--- src/hdl/ugs_pkg.sv ---
`timescale 1ns / 1ps
// ----------------------------------------------------------------------------
// ugs_pkg
// Shared types, codes and constants of the ultrasonic gate stopwatch.
// ----------------------------------------------------------------------------
package ugs_pkg;

	// parameter defaults
	localparam int SENSOR_COUNT_DEF  = 4;
	localparam int CAPTURE_WIDTH_DEF = 16;

	// field widths
	localparam int OP_W      = 3;
	localparam int CH_W      = 2;
	localparam int CAP_FLD_W = 16;
	localparam int NOW_W     = 32;
	localparam int COUNT_W   = 32;
	localparam int PHASE_W   = 2;
	localparam int LAMP_W    = 3;

	// configuration widths
	localparam int PERIOD_W  = 17;
	localparam int TICKS_W   = 8;
	localparam int NEAR_W    = 10;
	localparam int MS_W      = 16;
	localparam int LIMIT_W   = TICKS_W + NEAR_W;
	localparam int SPAN_W    = LIMIT_W + 1;
	localparam int CFG_IDX_W = 3;
	localparam int CFG_DATA_W = PERIOD_W;

	// stream widths
	localparam int IN_TDATA_W  = 56;
	localparam int IN_TUSER_W  = OP_W;
	localparam int OUT_TDATA_W = 40;

	// channels past the capture index range can never be captured
	localparam int CH_LIMIT = 4;
	// number of channels with an indicator lamp
	localparam int LAMP_COUNT = 3;

	// configuration reset values
	localparam logic [PERIOD_W-1:0] PERIOD_RST   = 17'd10000;
	localparam logic [TICKS_W-1:0]  TICKS_RST    = 8'd58;
	localparam logic [NEAR_W-1:0]   NEAR_RST     = 10'd30;
	localparam logic [MS_W-1:0]     HOLDOFF_RST  = 16'd2000;
	localparam logic [MS_W-1:0]     DEBOUNCE_RST = 16'd200;

	// item operations
	typedef enum logic [OP_W-1:0] {
		OP_CAPTURE = 3'd0,
		OP_TICK    = 3'd1,
		OP_EVAL    = 3'd2,
		OP_BUTTON  = 3'd3,
		OP_CLEAR   = 3'd4
	} op_t;

	// configuration register indexes
	typedef enum logic [CFG_IDX_W-1:0] {
		CFG_TIMER_PERIOD = 3'd0,
		CFG_TICKS_PER_CM = 3'd1,
		CFG_NEAR_LIMIT   = 3'd2,
		CFG_HOLDOFF      = 3'd3,
		CFG_DEBOUNCE     = 3'd4
	} cfg_idx_t;

	// per-channel capture progress
	typedef enum logic [2:0] {
		CS_NONE  = 3'b001,
		CS_START = 3'b010,
		CS_BOTH  = 3'b100
	} cap_stage_t;

	// start/stop sequencer
	typedef enum logic [3:0] {
		PH_ARMED   = 4'b0001,
		PH_RUNNING = 4'b0010,
		PH_STOPPED = 4'b0100,
		PH_CLEARED = 4'b1000
	} phase_t;

	// reported phase codes
	localparam logic [PHASE_W-1:0] PHC_ARMED   = 2'd0;
	localparam logic [PHASE_W-1:0] PHC_RUNNING = 2'd1;
	localparam logic [PHASE_W-1:0] PHC_STOPPED = 2'd2;
	localparam logic [PHASE_W-1:0] PHC_CLEARED = 2'd3;

	// one input request
	typedef struct packed {
		op_t                  op;
		logic [CH_W-1:0]      channel;
		logic [CAP_FLD_W-1:0] capture_value;
		logic [NOW_W-1:0]     now_ms;
	} item_t;

	// one result
	typedef struct packed {
		logic               running;
		logic [COUNT_W-1:0] elapsed_count;
		logic [PHASE_W-1:0] phase;
		logic [LAMP_W-1:0]  led_mask;
		logic               report;
		logic               presence;
	} result_t;

	// settings seen by the core
	typedef struct packed {
		logic [PERIOD_W-1:0] timer_period;
		logic [LIMIT_W-1:0]  limit;
		logic [MS_W-1:0]     holdoff_ms;
		logic [MS_W-1:0]     debounce_ms;
	} cfg_t;

	// one-hot phase to reported code
	function automatic logic [PHASE_W-1:0] phase_code(input phase_t ph);
		logic [PHASE_W-1:0] code;
		unique case (ph)
			PH_ARMED:   code = PHC_ARMED;
			PH_RUNNING: code = PHC_RUNNING;
			PH_STOPPED: code = PHC_STOPPED;
			PH_CLEARED: code = PHC_CLEARED;
			default:    code = PHC_ARMED;
		endcase
		return code;
	endfunction

endpackage

--- src/hdl/ugs_near_check.sv ---
`timescale 1ns / 1ps
// ----------------------------------------------------------------------------
// ugs_near_check
// Pulse width of one echo channel with wrap at the timer period, and the
// near test against the distance limit in timer ticks.
// ----------------------------------------------------------------------------
module ugs_near_check #(
	parameter int CAP_W = ugs_pkg::CAPTURE_WIDTH_DEF
) (
	input  ugs_pkg::cap_stage_t           stage,
	input  logic [CAP_W-1:0]              echo_begin,
	input  logic [CAP_W-1:0]              echo_finish,
	input  logic [ugs_pkg::PERIOD_W-1:0]  timer_period,
	input  logic [ugs_pkg::LIMIT_W-1:0]   limit,
	output logic                          near
);

	logic [ugs_pkg::SPAN_W-1:0] begin_x;
	logic [ugs_pkg::SPAN_W-1:0] finish_x;
	logic [ugs_pkg::SPAN_W-1:0] period_x;
	logic [ugs_pkg::SPAN_W-1:0] span;

	assign begin_x  = ugs_pkg::SPAN_W'(echo_begin);
	assign finish_x = ugs_pkg::SPAN_W'(echo_finish);
	assign period_x = ugs_pkg::SPAN_W'(timer_period);

	// width, going through the timer wrap when the end is below the start
	always_comb begin
		if (echo_finish >= echo_begin) begin
			span = finish_x - begin_x;
		end else begin
			span = period_x - begin_x + finish_x;
		end
	end

	// signed width strictly between zero and the limit
	assign near = (stage == ugs_pkg::CS_BOTH)
		&& ($signed(span) > $signed(ugs_pkg::SPAN_W'(0)))
		&& ($signed(span) < $signed(ugs_pkg::SPAN_W'(limit)));

endmodule

--- src/hdl/ugs_core.sv ---
`timescale 1ns / 1ps
// ----------------------------------------------------------------------------
// ugs_core
// Gate state: echo captures, presence scan with hold-off, start/stop
// sequencer, stopwatch count, indicator lamps. One request per cycle with go.
// ----------------------------------------------------------------------------
module ugs_core #(
	parameter int SENSOR_COUNT  = ugs_pkg::SENSOR_COUNT_DEF,
	parameter int CAPTURE_WIDTH = ugs_pkg::CAPTURE_WIDTH_DEF
) (
	input  logic             clk,
	input  logic             arst_n,
	input  logic             go,
	input  ugs_pkg::item_t   item,
	input  ugs_pkg::cfg_t    cfg,
	output ugs_pkg::result_t result
);

	// channels that can ever hold a capture, and stored capture width
	localparam int NCH   = (SENSOR_COUNT < ugs_pkg::CH_LIMIT) ? SENSOR_COUNT
		: ugs_pkg::CH_LIMIT;
	localparam int CAP_W = (CAPTURE_WIDTH < ugs_pkg::CAP_FLD_W) ? CAPTURE_WIDTH
		: ugs_pkg::CAP_FLD_W;

	logic [NCH-1:0] near;

	logic                          presence_q;
	ugs_pkg::phase_t               phase_q;
	logic                          counting_q;
	logic [ugs_pkg::COUNT_W-1:0]   tick_q;
	logic [ugs_pkg::NOW_W-1:0]     event_ms_q;
	logic [ugs_pkg::CH_W-1:0]      lit_q;
	logic [ugs_pkg::LAMP_W-1:0]    lamp_q;

	logic                          presence_n;
	ugs_pkg::phase_t               phase_n;
	logic                          counting_n;
	logic [ugs_pkg::COUNT_W-1:0]   tick_n;
	logic [ugs_pkg::NOW_W-1:0]     event_ms_n;
	logic [ugs_pkg::CH_W-1:0]      lit_n;
	logic [ugs_pkg::LAMP_W-1:0]    lamp_n;
	logic                          report_n;

	logic                          cur;
	logic [ugs_pkg::CH_W-1:0]      lit_scan;
	logic                          done;
	logic [ugs_pkg::LAMP_W-1:0]    lamp_one;
	logic [ugs_pkg::NOW_W-1:0]     since;

	// per-channel capture registers and near test
	for (genvar c = 0; c < NCH; c++) begin : g_ch
		ugs_pkg::cap_stage_t stage_q;
		logic [CAP_W-1:0]    begin_q;
		logic [CAP_W-1:0]    finish_q;
		logic                cap_hit;

		assign cap_hit = go && (item.op == ugs_pkg::OP_CAPTURE)
			&& (item.channel == ugs_pkg::CH_W'(c));

		// capture progress, further captures once both are in are ignored
		always_ff @(posedge clk or negedge arst_n) begin
			if (!arst_n) begin
				stage_q <= ugs_pkg::CS_NONE;
			end else if (go && (item.op == ugs_pkg::OP_CLEAR)) begin
				stage_q <= ugs_pkg::CS_NONE;
			end else if (cap_hit) begin
				unique case (stage_q)
					ugs_pkg::CS_NONE:  stage_q <= ugs_pkg::CS_START;
					ugs_pkg::CS_START: stage_q <= ugs_pkg::CS_BOTH;
					default:           stage_q <= stage_q;
				endcase
			end
		end

		// latched timer values, read only once both are in
		always_ff @(posedge clk) begin
			if (cap_hit && (stage_q == ugs_pkg::CS_NONE)) begin
				begin_q <= item.capture_value[CAP_W-1:0];
			end
			if (cap_hit && (stage_q == ugs_pkg::CS_START)) begin
				finish_q <= item.capture_value[CAP_W-1:0];
			end
		end

		ugs_near_check #(
			.CAP_W(CAP_W)
		) u_near (
			.stage       (stage_q),
			.echo_begin  (begin_q),
			.echo_finish (finish_q),
			.timer_period(cfg.timer_period),
			.limit       (cfg.limit),
			.near        (near[c])
		);
	end

	// scan in channel order, stopping at the first change of presence
	always_comb begin
		cur      = 1'b0;
		lit_scan = lit_q;
		done     = 1'b0;
		for (int i = 0; i < NCH; i++) begin
			if (!done) begin
				cur = near[i];
				if (near[i]) begin
					lit_scan = ugs_pkg::CH_W'(i);
				end
				if (near[i] != presence_q) begin
					done = 1'b1;
				end
			end
		end
		// channels without capture input are never near
		if (!done && (SENSOR_COUNT > NCH)) begin
			cur = 1'b0;
		end
	end

	// lamp of the last near channel, the fourth channel has none
	assign lamp_one = (32'(lit_scan) < ugs_pkg::LAMP_COUNT)
		? (ugs_pkg::LAMP_W'(1) << lit_scan) : '0;

	assign since = item.now_ms - event_ms_q;

	// next state for one request
	always_comb begin
		presence_n = presence_q;
		phase_n    = phase_q;
		counting_n = counting_q;
		tick_n     = tick_q;
		event_ms_n = event_ms_q;
		lit_n      = lit_q;
		lamp_n     = lamp_q;
		report_n   = 1'b0;
		case (item.op)
			ugs_pkg::OP_TICK: begin
				if (counting_q) begin
					tick_n = tick_q + 1'b1;
				end
			end
			ugs_pkg::OP_EVAL: begin
				lit_n = lit_scan;
				if (since >= ugs_pkg::NOW_W'(cfg.holdoff_ms)) begin
					lamp_n = '0;
					if (cur != presence_q) begin
						if (presence_q && !cur && (phase_q == ugs_pkg::PH_ARMED)) begin
							if (!counting_q) begin
								counting_n = 1'b1;
								tick_n     = '0;
								phase_n    = ugs_pkg::PH_RUNNING;
								event_ms_n = item.now_ms;
								lamp_n     = lamp_one;
							end
						end else if (!presence_q && cur
							&& (phase_q == ugs_pkg::PH_RUNNING)) begin
							if (counting_q) begin
								counting_n = 1'b0;
								phase_n    = ugs_pkg::PH_STOPPED;
								report_n   = 1'b1;
								event_ms_n = item.now_ms;
								lamp_n     = lamp_one;
							end
						end else if (presence_q && !cur
							&& (phase_q == ugs_pkg::PH_STOPPED)) begin
							report_n = 1'b1;
							phase_n  = ugs_pkg::PH_CLEARED;
						end else if (!presence_q && cur
							&& (phase_q == ugs_pkg::PH_CLEARED)) begin
							report_n = 1'b1;
							phase_n  = ugs_pkg::PH_ARMED;
						end
					end
					presence_n = cur;
				end
			end
			ugs_pkg::OP_BUTTON: begin
				if (since > ugs_pkg::NOW_W'(cfg.debounce_ms)) begin
					if (counting_q) begin
						counting_n = 1'b0;
						phase_n    = ugs_pkg::PH_STOPPED;
					end else begin
						counting_n = 1'b1;
						tick_n     = '0;
						phase_n    = ugs_pkg::PH_RUNNING;
					end
					report_n   = 1'b1;
					event_ms_n = item.now_ms;
				end
			end
			default: begin
			end
		endcase
	end

	// state registers
	always_ff @(posedge clk or negedge arst_n) begin
		if (!arst_n) begin
			presence_q <= 1'b0;
			phase_q    <= ugs_pkg::PH_ARMED;
			counting_q <= 1'b0;
			tick_q     <= '0;
			event_ms_q <= '0;
			lit_q      <= '0;
			lamp_q     <= '0;
		end else if (go) begin
			presence_q <= presence_n;
			phase_q    <= phase_n;
			counting_q <= counting_n;
			tick_q     <= tick_n;
			event_ms_q <= event_ms_n;
			lit_q      <= lit_n;
			lamp_q     <= lamp_n;
		end
	end

	// result shows the state after the request
	assign result.running       = counting_n;
	assign result.elapsed_count = tick_n;
	assign result.phase         = ugs_pkg::phase_code(phase_n);
	assign result.led_mask      = lamp_n;
	assign result.report        = report_n;
	assign result.presence      = presence_n;

`ifndef SYNTH
	// the stopwatch counts exactly in the running phase
	a_run_phase: assert property (@(posedge clk) disable iff (!arst_n)
		counting_q == (phase_q == ugs_pkg::PH_RUNNING))
		else $error("counting flag and sequencer phase disagree");

	// at most one indicator lamp is lit
	a_one_lamp: assert property (@(posedge clk) disable iff (!arst_n)
		$onehot0(lamp_q))
		else $error("more than one lamp lit");

	// the count moves only when a request is processed
	a_tick_hold: assert property (@(posedge clk) disable iff (!arst_n)
		!go |=> $stable(tick_q))
		else $error("stopwatch count moved without a request");

	// captures, ticks and clears never report a time
	a_no_report: assert property (@(posedge clk) disable iff (!arst_n)
		(item.op == ugs_pkg::OP_CAPTURE || item.op == ugs_pkg::OP_TICK
			|| item.op == ugs_pkg::OP_CLEAR) |-> !result.report)
		else $error("report raised by a non-timing request");
`endif

endmodule

--- src/hdl/ultrasonic_gate_stopwatch_top.sv ---
`timescale 1ns / 1ps
// ----------------------------------------------------------------------------
// ultrasonic_gate_stopwatch_top
// Timing gate from four ultrasonic echo channels driving a stopwatch.
// ----------------------------------------------------------------------------
// Requests enter on the s_axis channel (op in tuser; channel, capture value
// and millisecond time in tdata) and each produces exactly one result on the
// m_axis channel: running flag, count in 10 ms ticks, sequencer phase, lamp
// mask, report flag and presence.
// A request is registered at the input, processed combinationally against
// the gate state once the output register is free, and its result registered
// at the output, which drives m_axis_tvalid. One request per cycle is
// sustained while the receiver takes results; the core updates all of its
// state per request (capture registers, presence scan and sequencer).
// When the receiver stalls, the output register holds its result and the
// input register takes one more request, after which s_axis_tready drops
// until the result is taken. Nothing is lost or repeated.
// The cfg channel is always ready and writes a setting by index (0 timer
// period, 1 ticks per cm, 2 near limit in cm, 3 hold-off ms, 4 debounce ms);
// other indexes are ignored. Write settings only while the gate is idle.
// The distance limit in ticks is a register fed from the setting registers.
// Asynchronous reset clears all captures, the sequencer, the stopwatch and
// the lamps, and loads the default settings.
// ----------------------------------------------------------------------------
module ultrasonic_gate_stopwatch_top #(
	parameter int SENSOR_COUNT  = ugs_pkg::SENSOR_COUNT_DEF,
	parameter int CAPTURE_WIDTH = ugs_pkg::CAPTURE_WIDTH_DEF
) (
	input  logic                               clk,
	input  logic                               arst_n,
	// request channel
	input  logic                               s_axis_tvalid,
	output logic                               s_axis_tready,
	// channel[1:0], capture_value[17:2], now_ms[49:18], zero fill [55:50]
	input  logic [ugs_pkg::IN_TDATA_W-1:0]     s_axis_tdata,
	// op[2:0]
	input  logic [ugs_pkg::IN_TUSER_W-1:0]     s_axis_tuser,
	// result channel
	output logic                               m_axis_tvalid,
	input  logic                               m_axis_tready,
	// running[0], elapsed_count[32:1], phase[34:33], led_mask[37:35],
	// report[38], presence[39]
	output logic [ugs_pkg::OUT_TDATA_W-1:0]    m_axis_tdata,
	// settings write channel
	input  logic                               cfg_valid,
	output logic                               cfg_ready,
	input  logic [ugs_pkg::CFG_IDX_W-1:0]      cfg_index,
	input  logic [ugs_pkg::CFG_DATA_W-1:0]     cfg_data
);

	logic [ugs_pkg::PERIOD_W-1:0] period_q;
	logic [ugs_pkg::TICKS_W-1:0]  ticks_q;
	logic [ugs_pkg::NEAR_W-1:0]   near_lim_q;
	logic [ugs_pkg::MS_W-1:0]     holdoff_q;
	logic [ugs_pkg::MS_W-1:0]     debounce_q;
	logic [ugs_pkg::LIMIT_W-1:0]  limit_q;
	ugs_pkg::cfg_t                cfg;

	ugs_pkg::item_t               item_s1;
	logic                         valid_s1;
	logic                         go;
	ugs_pkg::result_t             result;
	logic [ugs_pkg::OUT_TDATA_W-1:0] out_data_q;
	logic                         out_valid_q;

	// settings registers
	assign cfg_ready = 1'b1;

	always_ff @(posedge clk or negedge arst_n) begin
		if (!arst_n) begin
			period_q   <= ugs_pkg::PERIOD_RST;
			ticks_q    <= ugs_pkg::TICKS_RST;
			near_lim_q <= ugs_pkg::NEAR_RST;
			holdoff_q  <= ugs_pkg::HOLDOFF_RST;
			debounce_q <= ugs_pkg::DEBOUNCE_RST;
		end else if (cfg_valid && cfg_ready) begin
			unique case (cfg_index)
				ugs_pkg::CFG_TIMER_PERIOD: period_q   <= cfg_data;
				ugs_pkg::CFG_TICKS_PER_CM: ticks_q    <= cfg_data[ugs_pkg::TICKS_W-1:0];
				ugs_pkg::CFG_NEAR_LIMIT:   near_lim_q <= cfg_data[ugs_pkg::NEAR_W-1:0];
				ugs_pkg::CFG_HOLDOFF:      holdoff_q  <= cfg_data[ugs_pkg::MS_W-1:0];
				ugs_pkg::CFG_DEBOUNCE:     debounce_q <= cfg_data[ugs_pkg::MS_W-1:0];
				default: begin
				end
			endcase
		end
	end

	// distance limit in timer ticks
	always_ff @(posedge clk or negedge arst_n) begin
		if (!arst_n) begin
			limit_q <= ugs_pkg::LIMIT_W'(ugs_pkg::NEAR_RST) * ugs_pkg::LIMIT_W'(ugs_pkg::TICKS_RST);
		end else begin
			limit_q <= ugs_pkg::LIMIT_W'(near_lim_q) * ugs_pkg::LIMIT_W'(ticks_q);
		end
	end

	assign cfg.timer_period = period_q;
	assign cfg.limit        = limit_q;
	assign cfg.holdoff_ms   = holdoff_q;
	assign cfg.debounce_ms  = debounce_q;

	// handshake: a request moves on when the output register is free
	assign go            = valid_s1 && (!out_valid_q || m_axis_tready);
	assign s_axis_tready = !valid_s1 || go;

	// input register
	always_ff @(posedge clk or negedge arst_n) begin
		if (!arst_n) begin
			valid_s1 <= 1'b0;
		end else if (s_axis_tvalid && s_axis_tready) begin
			valid_s1 <= 1'b1;
		end else if (go) begin
			valid_s1 <= 1'b0;
		end
	end

	always_ff @(posedge clk) begin
		if (s_axis_tvalid && s_axis_tready) begin
			item_s1.op            <= ugs_pkg::op_t'(s_axis_tuser);
			item_s1.channel       <= s_axis_tdata[1:0];
			item_s1.capture_value <= s_axis_tdata[17:2];
			item_s1.now_ms        <= s_axis_tdata[49:18];
		end
	end

	ugs_core #(
		.SENSOR_COUNT (SENSOR_COUNT),
		.CAPTURE_WIDTH(CAPTURE_WIDTH)
	) u_core (
		.clk   (clk),
		.arst_n(arst_n),
		.go    (go),
		.item  (item_s1),
		.cfg   (cfg),
		.result(result)
	);

	// output register
	always_ff @(posedge clk or negedge arst_n) begin
		if (!arst_n) begin
			out_valid_q <= 1'b0;
		end else if (go) begin
			out_valid_q <= 1'b1;
		end else if (m_axis_tready) begin
			out_valid_q <= 1'b0;
		end
	end

	always_ff @(posedge clk) begin
		if (go) begin
			out_data_q <= {result.presence, result.report, result.led_mask,
				result.phase, result.elapsed_count, result.running};
		end
	end

	assign m_axis_tvalid = out_valid_q;
	assign m_axis_tdata  = out_data_q;

endmodule
--- config.mk ---
export PLATFORM = sky130hd
export DESIGN_NAME = ultrasonic_gate_stopwatch_top
export DESIGN_NICKNAME = d
export VERILOG_FILES = /design/src/hdl/ugs_pkg.sv /design/src/hdl/ugs_near_check.sv /design/src/hdl/ugs_core.sv /design/src/hdl/ultrasonic_gate_stopwatch_top.sv
export SDC_FILE = /design/constraint.sdc
export NUM_CORES = 1
export LEC_CHECK = 0
export BUFFER_PORTS_ARGS = -buffer_cell sky130_fd_sc_hd__buf_2
export CAP_MARGIN = 20
export CORE_MARGIN = 2
export CORE_UTILIZATION = 60
export DETAILED_ROUTE_END_ITERATION = 8
export HOLD_SLACK_MARGIN = 0.1
export PLACE_DENSITY = 0.78
export REMOVE_ABC_BUFFERS = 1
export SLEW_MARGIN = 20
export SYNTH_ARGS = -nofsm -noshare
export SYNTH_HDL_FRONTEND = slang
export SYNTH_SLANG_ARGS = --single-unit
--- constraint.sdc ---
create_clock -name clk -period 8.6 [get_ports clk]
set_input_delay 0 -clock clk [delete_from_list [all_inputs] [get_ports clk]]
set_output_delay 0 -clock clk [all_outputs]
set_load 0.02 [all_outputs]
==> results.yml <==
synth:
  postSynthRegisterBits: 395
  synth_seq_area_share_pct: 33.71
  synth_cell_types: 103
  yosys_warnings: 0
  synth-async-reset-ratio_pct: 44.05
  synthesis.area_um2: 32730
  postSynthCellCount: 3491
  synth.avg_cell_area_um2: 9.375
  main_flop_type_after_synthesis: "sky130_fd_sc_hd__edfxtp_1"
  synth_enable_flop_cells: 221
global_routing:
  initial_antenna_violation_count: 3
  grt_pass1_wl_um: 147600
  grt_max_degree: 60
  grt.overflow.total: 0
  number_of_global_route_vias_before_repair: 26940
  global_routing_usage_summed_across_all_routing_layers_pct: 33.28
place:
  gpl.final_weighted_congestion: 0.9751
  portBuffers: 119
  pre_cts_ws_ns: 0.2377
  hpwlAfterDp_um: 65680
die:
  die_area_um2: 56430
  core_area_um2: 53920
  dieHeight_um: 237.6
  die_width_um: 237.6
  std_cell_rows: 85
  pin_count: 127
  initial_utilization_pct: 60.70
clock_tree:
  cts_root_buf: "sky130_fd_sc_hd__clkbuf_16"
  cts-buffers-inserted: 45
  cts_max_path_buffers: 3
  tritoncts: "built"
  path_clk_slew_ns: 0.07
  cts.sinks: 395
  clk_latency_ns: 0.62
  h_tree_depth: 2
timing:
  timing.final.crit_period_ns: 8.316
  layout_setup_ws_ns: 0.2845
  hold_viol_final: 0
  fmax_achieved_mhz: 120.3
  period_share_pct: 96.69
  max-slew-margin-rel_pct: 26.31
  setup_viol: 0
  max_slew.worst_pin.slew_ns: 1.103
  final-max-slew-violation-count: 0
  rsz0062_at_grt: "no"
  totalNegativeSetupSlack_ns: 0
  final_setup_skew_ns: 0.04665
setup_path:
  critPathBufInv: 4
  crit-reg2reg-launch: "period_q[1]"
  cpMaxStageDelayCell: "sky130_fd_sc_hd__o31ai_1"
  ff2ff_path_depth: 36
  critPathLaunchType: "register"
  crit_cells: 36
  crit_family: "compound AO/OA/AOI/OAI gates"
  cp.required_ns: 8.92
  critical_path_arrival_ns: 8.64
  cp_max_fo: 8
  critical_path_class: "reg -> reg"
  r2r_slack_ns: 0.28
  worst_r2r_end: "m_axis_tdata[37]"
  timing.critical_path.slowest_cell_delay_ns: 0.57
  crit_path_end_kind: "register"
outcome:
  outcome: "complete, no violations"
pwr:
  power.switching_w: 0.004127
  power.combinational.fraction_pct: 53.4
  ir_drop_v: 0.0002448
  power.density_nw_per_um2: 264.0
  power.clock.fraction_pct: 20.6
  swShare_pct: 42.21
  fin_total_pwr_w: 0.009779
  power.sequential.fraction_pct: 26.1
  power.leakage_nw: 16.07
  internal_power_w: 0.005652
routing:
  avgViaCountPerCell: 6.380
  drt_wl_total_um: 94390
  wire_per_inst_um: 21.19
  vias: 28420
  drt_iter0_drc: 2625
  remaining_drc_errors: 0
  antenna_violating_nets_remaining: 0
  drt_pre_antenna_iters: 7
cells_and_area:
  seqCellArea_um2: 11030
  commonest_non_fill_non_tap_cell_in_the_layout: "sky130_fd_sc_hd__ha_1"
  area_delta_synth_final_pct: 13.17
  layout-drive-gt1-share_pct: 10.68
  mostFrequentLayoutCells: "sky130_fd_sc_hd__ha_1 (368), sky130_fd_sc_hd__inv_1 (281), sky130_fd_sc_hd__nand2_1 (260)"
  fin_nets: 4231
  fill_cells: 4165
  multi_input_area_um2: 20350
run:
  drv_cap: 0
min_path:
  timing.hold.worst.class: "in -> async"
==> cell usage after synthesis (82+ instances only) <==
cell,number,area share [%]
sky130_fd_sc_hd__edfxtp_1,221,20
sky130_fd_sc_hd__nand2_1,260,3.0
sky130_fd_sc_hd__a21oi_1,228,3.5
sky130_fd_sc_hd__nand3_1,83,1.3
sky130_fd_sc_hd__inv_1,283,3.2
sky130_fd_sc_hd__ha_1,369,14
sky130_fd_sc_hd__a21o_1,94,2.2
sky130_fd_sc_hd__mux2_2,82,2.8
sky130_fd_sc_hd__xnor2_1,121,3.2
sky130_fd_sc_hd__o21ai_0,237,3.6
sky130_fd_sc_hd__dfrtp_1,141,11
sky130_fd_sc_hd__nor2_1,229,2.6
==> repair_timing <==
| item | in CTS | in global routing |
|---|---|---|
| setup endpoints to repair | 0 | 100 |
| hold buffers | 134 | 0 |
| resized for setup | 0 | 17 |
| endpoints found under the hold margin | 213 | 0 |
| setup buffers | 0 | 1 |
==> state kept, by name (all words and copies together), names as in the netlist, 2 cells and up <==
| register | count |
|---|---|
| u_core.g_ch.stage_q | 12 |
| holdoff_q | 16 |
| item_s1 | 53 |
| near_lim_q | 10 |
| period_q | 17 |
| u_core.lamp_q | 3 |
| u_core.tick_q | 32 |
| ticks_q | 8 |
| u_core.phase_q | 4 |
| u_core.lit_q | 2 |
| u_core.g_ch.begin_q | 64 |
| m_axis_tdata | 40 |
| limit_q | 18 |
| u_core.event_ms_q | 32 |
| debounce_q | 16 |
| u_core.g_ch.finish_q | 64 |
==> worst max path at each step <==
| stage | from | to |
|---|---|---|
| global route | period_q[1] | u_core.event_ms_q[30] |
| global placement | period_q[0] | m_axis_tdata[31] |
| finish | period_q[1] | m_axis_tdata[37] |
| CTS | period_q[0] | m_axis_tdata[2] |
| floorplan | period_q[1] | m_axis_tdata[2] |
| detailed placement | period_q[0] | m_axis_tdata[2] |
==> power groups by stage <==
stage                     Sequential (W)  Combinational [W]  Clock [W]
after detailed placement         0.00256            0.00499          0
after floorplan                  0.00245            0.00385          0
after global placement           0.00255            0.00488          0
after CTS                        0.00253            0.00510    0.00202
final                            0.00255            0.00522    0.00201
after global routing             0.00257            0.00584    0.00210
==> metrics by stage <==
| step | std cells | utilization, % | instance area, um2 | hold WS [ns] |
|---|---|---|---|---|
| 6_report | 4454 | 68.69 | 37040 | 0.1131 |
| 3_5_place_dp | 4230 | 63.13 | 34040 | 0.09327 |
| 4_1_cts | 4448 | 68.53 | 36950 | 0.1002 |
| 3_3_place_gp | 4230 | 63.13 | 34040 | 0.08400 |
| 2_1_floorplan | 3395 | - | 32320 | -0.2956 |
| 5_1_grt | 4451 | 68.68 | 37030 | 0.1251 |
==> final cells by class <==
cell class | count | area share (%)
clock buffers | 60 | 3.550
inverters | 284 | 2.878
repair buffers | 275 | 5.834
clock inverters | 24 | 0.6418
multi-input cells | 2716 | 54.93
well taps | 696 | 2.351
diodes | 4 | 0.02703
flip-flops and latches | 395 | 29.79
==> routing by layer <==
metal | vias to the layer above | share of wire (%) | wire length (um) | GRT usage [%]
li1 | 13330 | - | - | -
met1 | 13690 | 42 | 39440 | 44.55
met3 | 219 | 7.7 | 7263 | 4.889
met4 | 0 | 5.0 | 4716 | 15.69
met2 | 1182 | 46 | 42970 | 53.47
met5 | - | 0 | 0 | 0
==> cells by family after synthesis <==
kind of cell	count (synthesis)	synth area share [%]
other cells	1	0.01146
compound gates	1013	20.40
simple gates	984	15.07
mux	110	3.697
flops	395	33.71
xor+xnor	178	4.763
fa+ha+maj	430	17.84
buf+inv	380	4.515
==> worst register-to-register path, delay by kind of cell, from the launching register on <==
family | cells | cell delay, ns
adders and majority gates | 4 | 1.37
xor gates and xnor gates | 2 | 0.29
buffers and inverters | 4 | 0.67
and+or+nand+nor | 9 | 1.70
DFF | 1 | 0.49
AOI/OAI and AO/OA | 17 | 3.49
(Power assumes the default switching activity.)
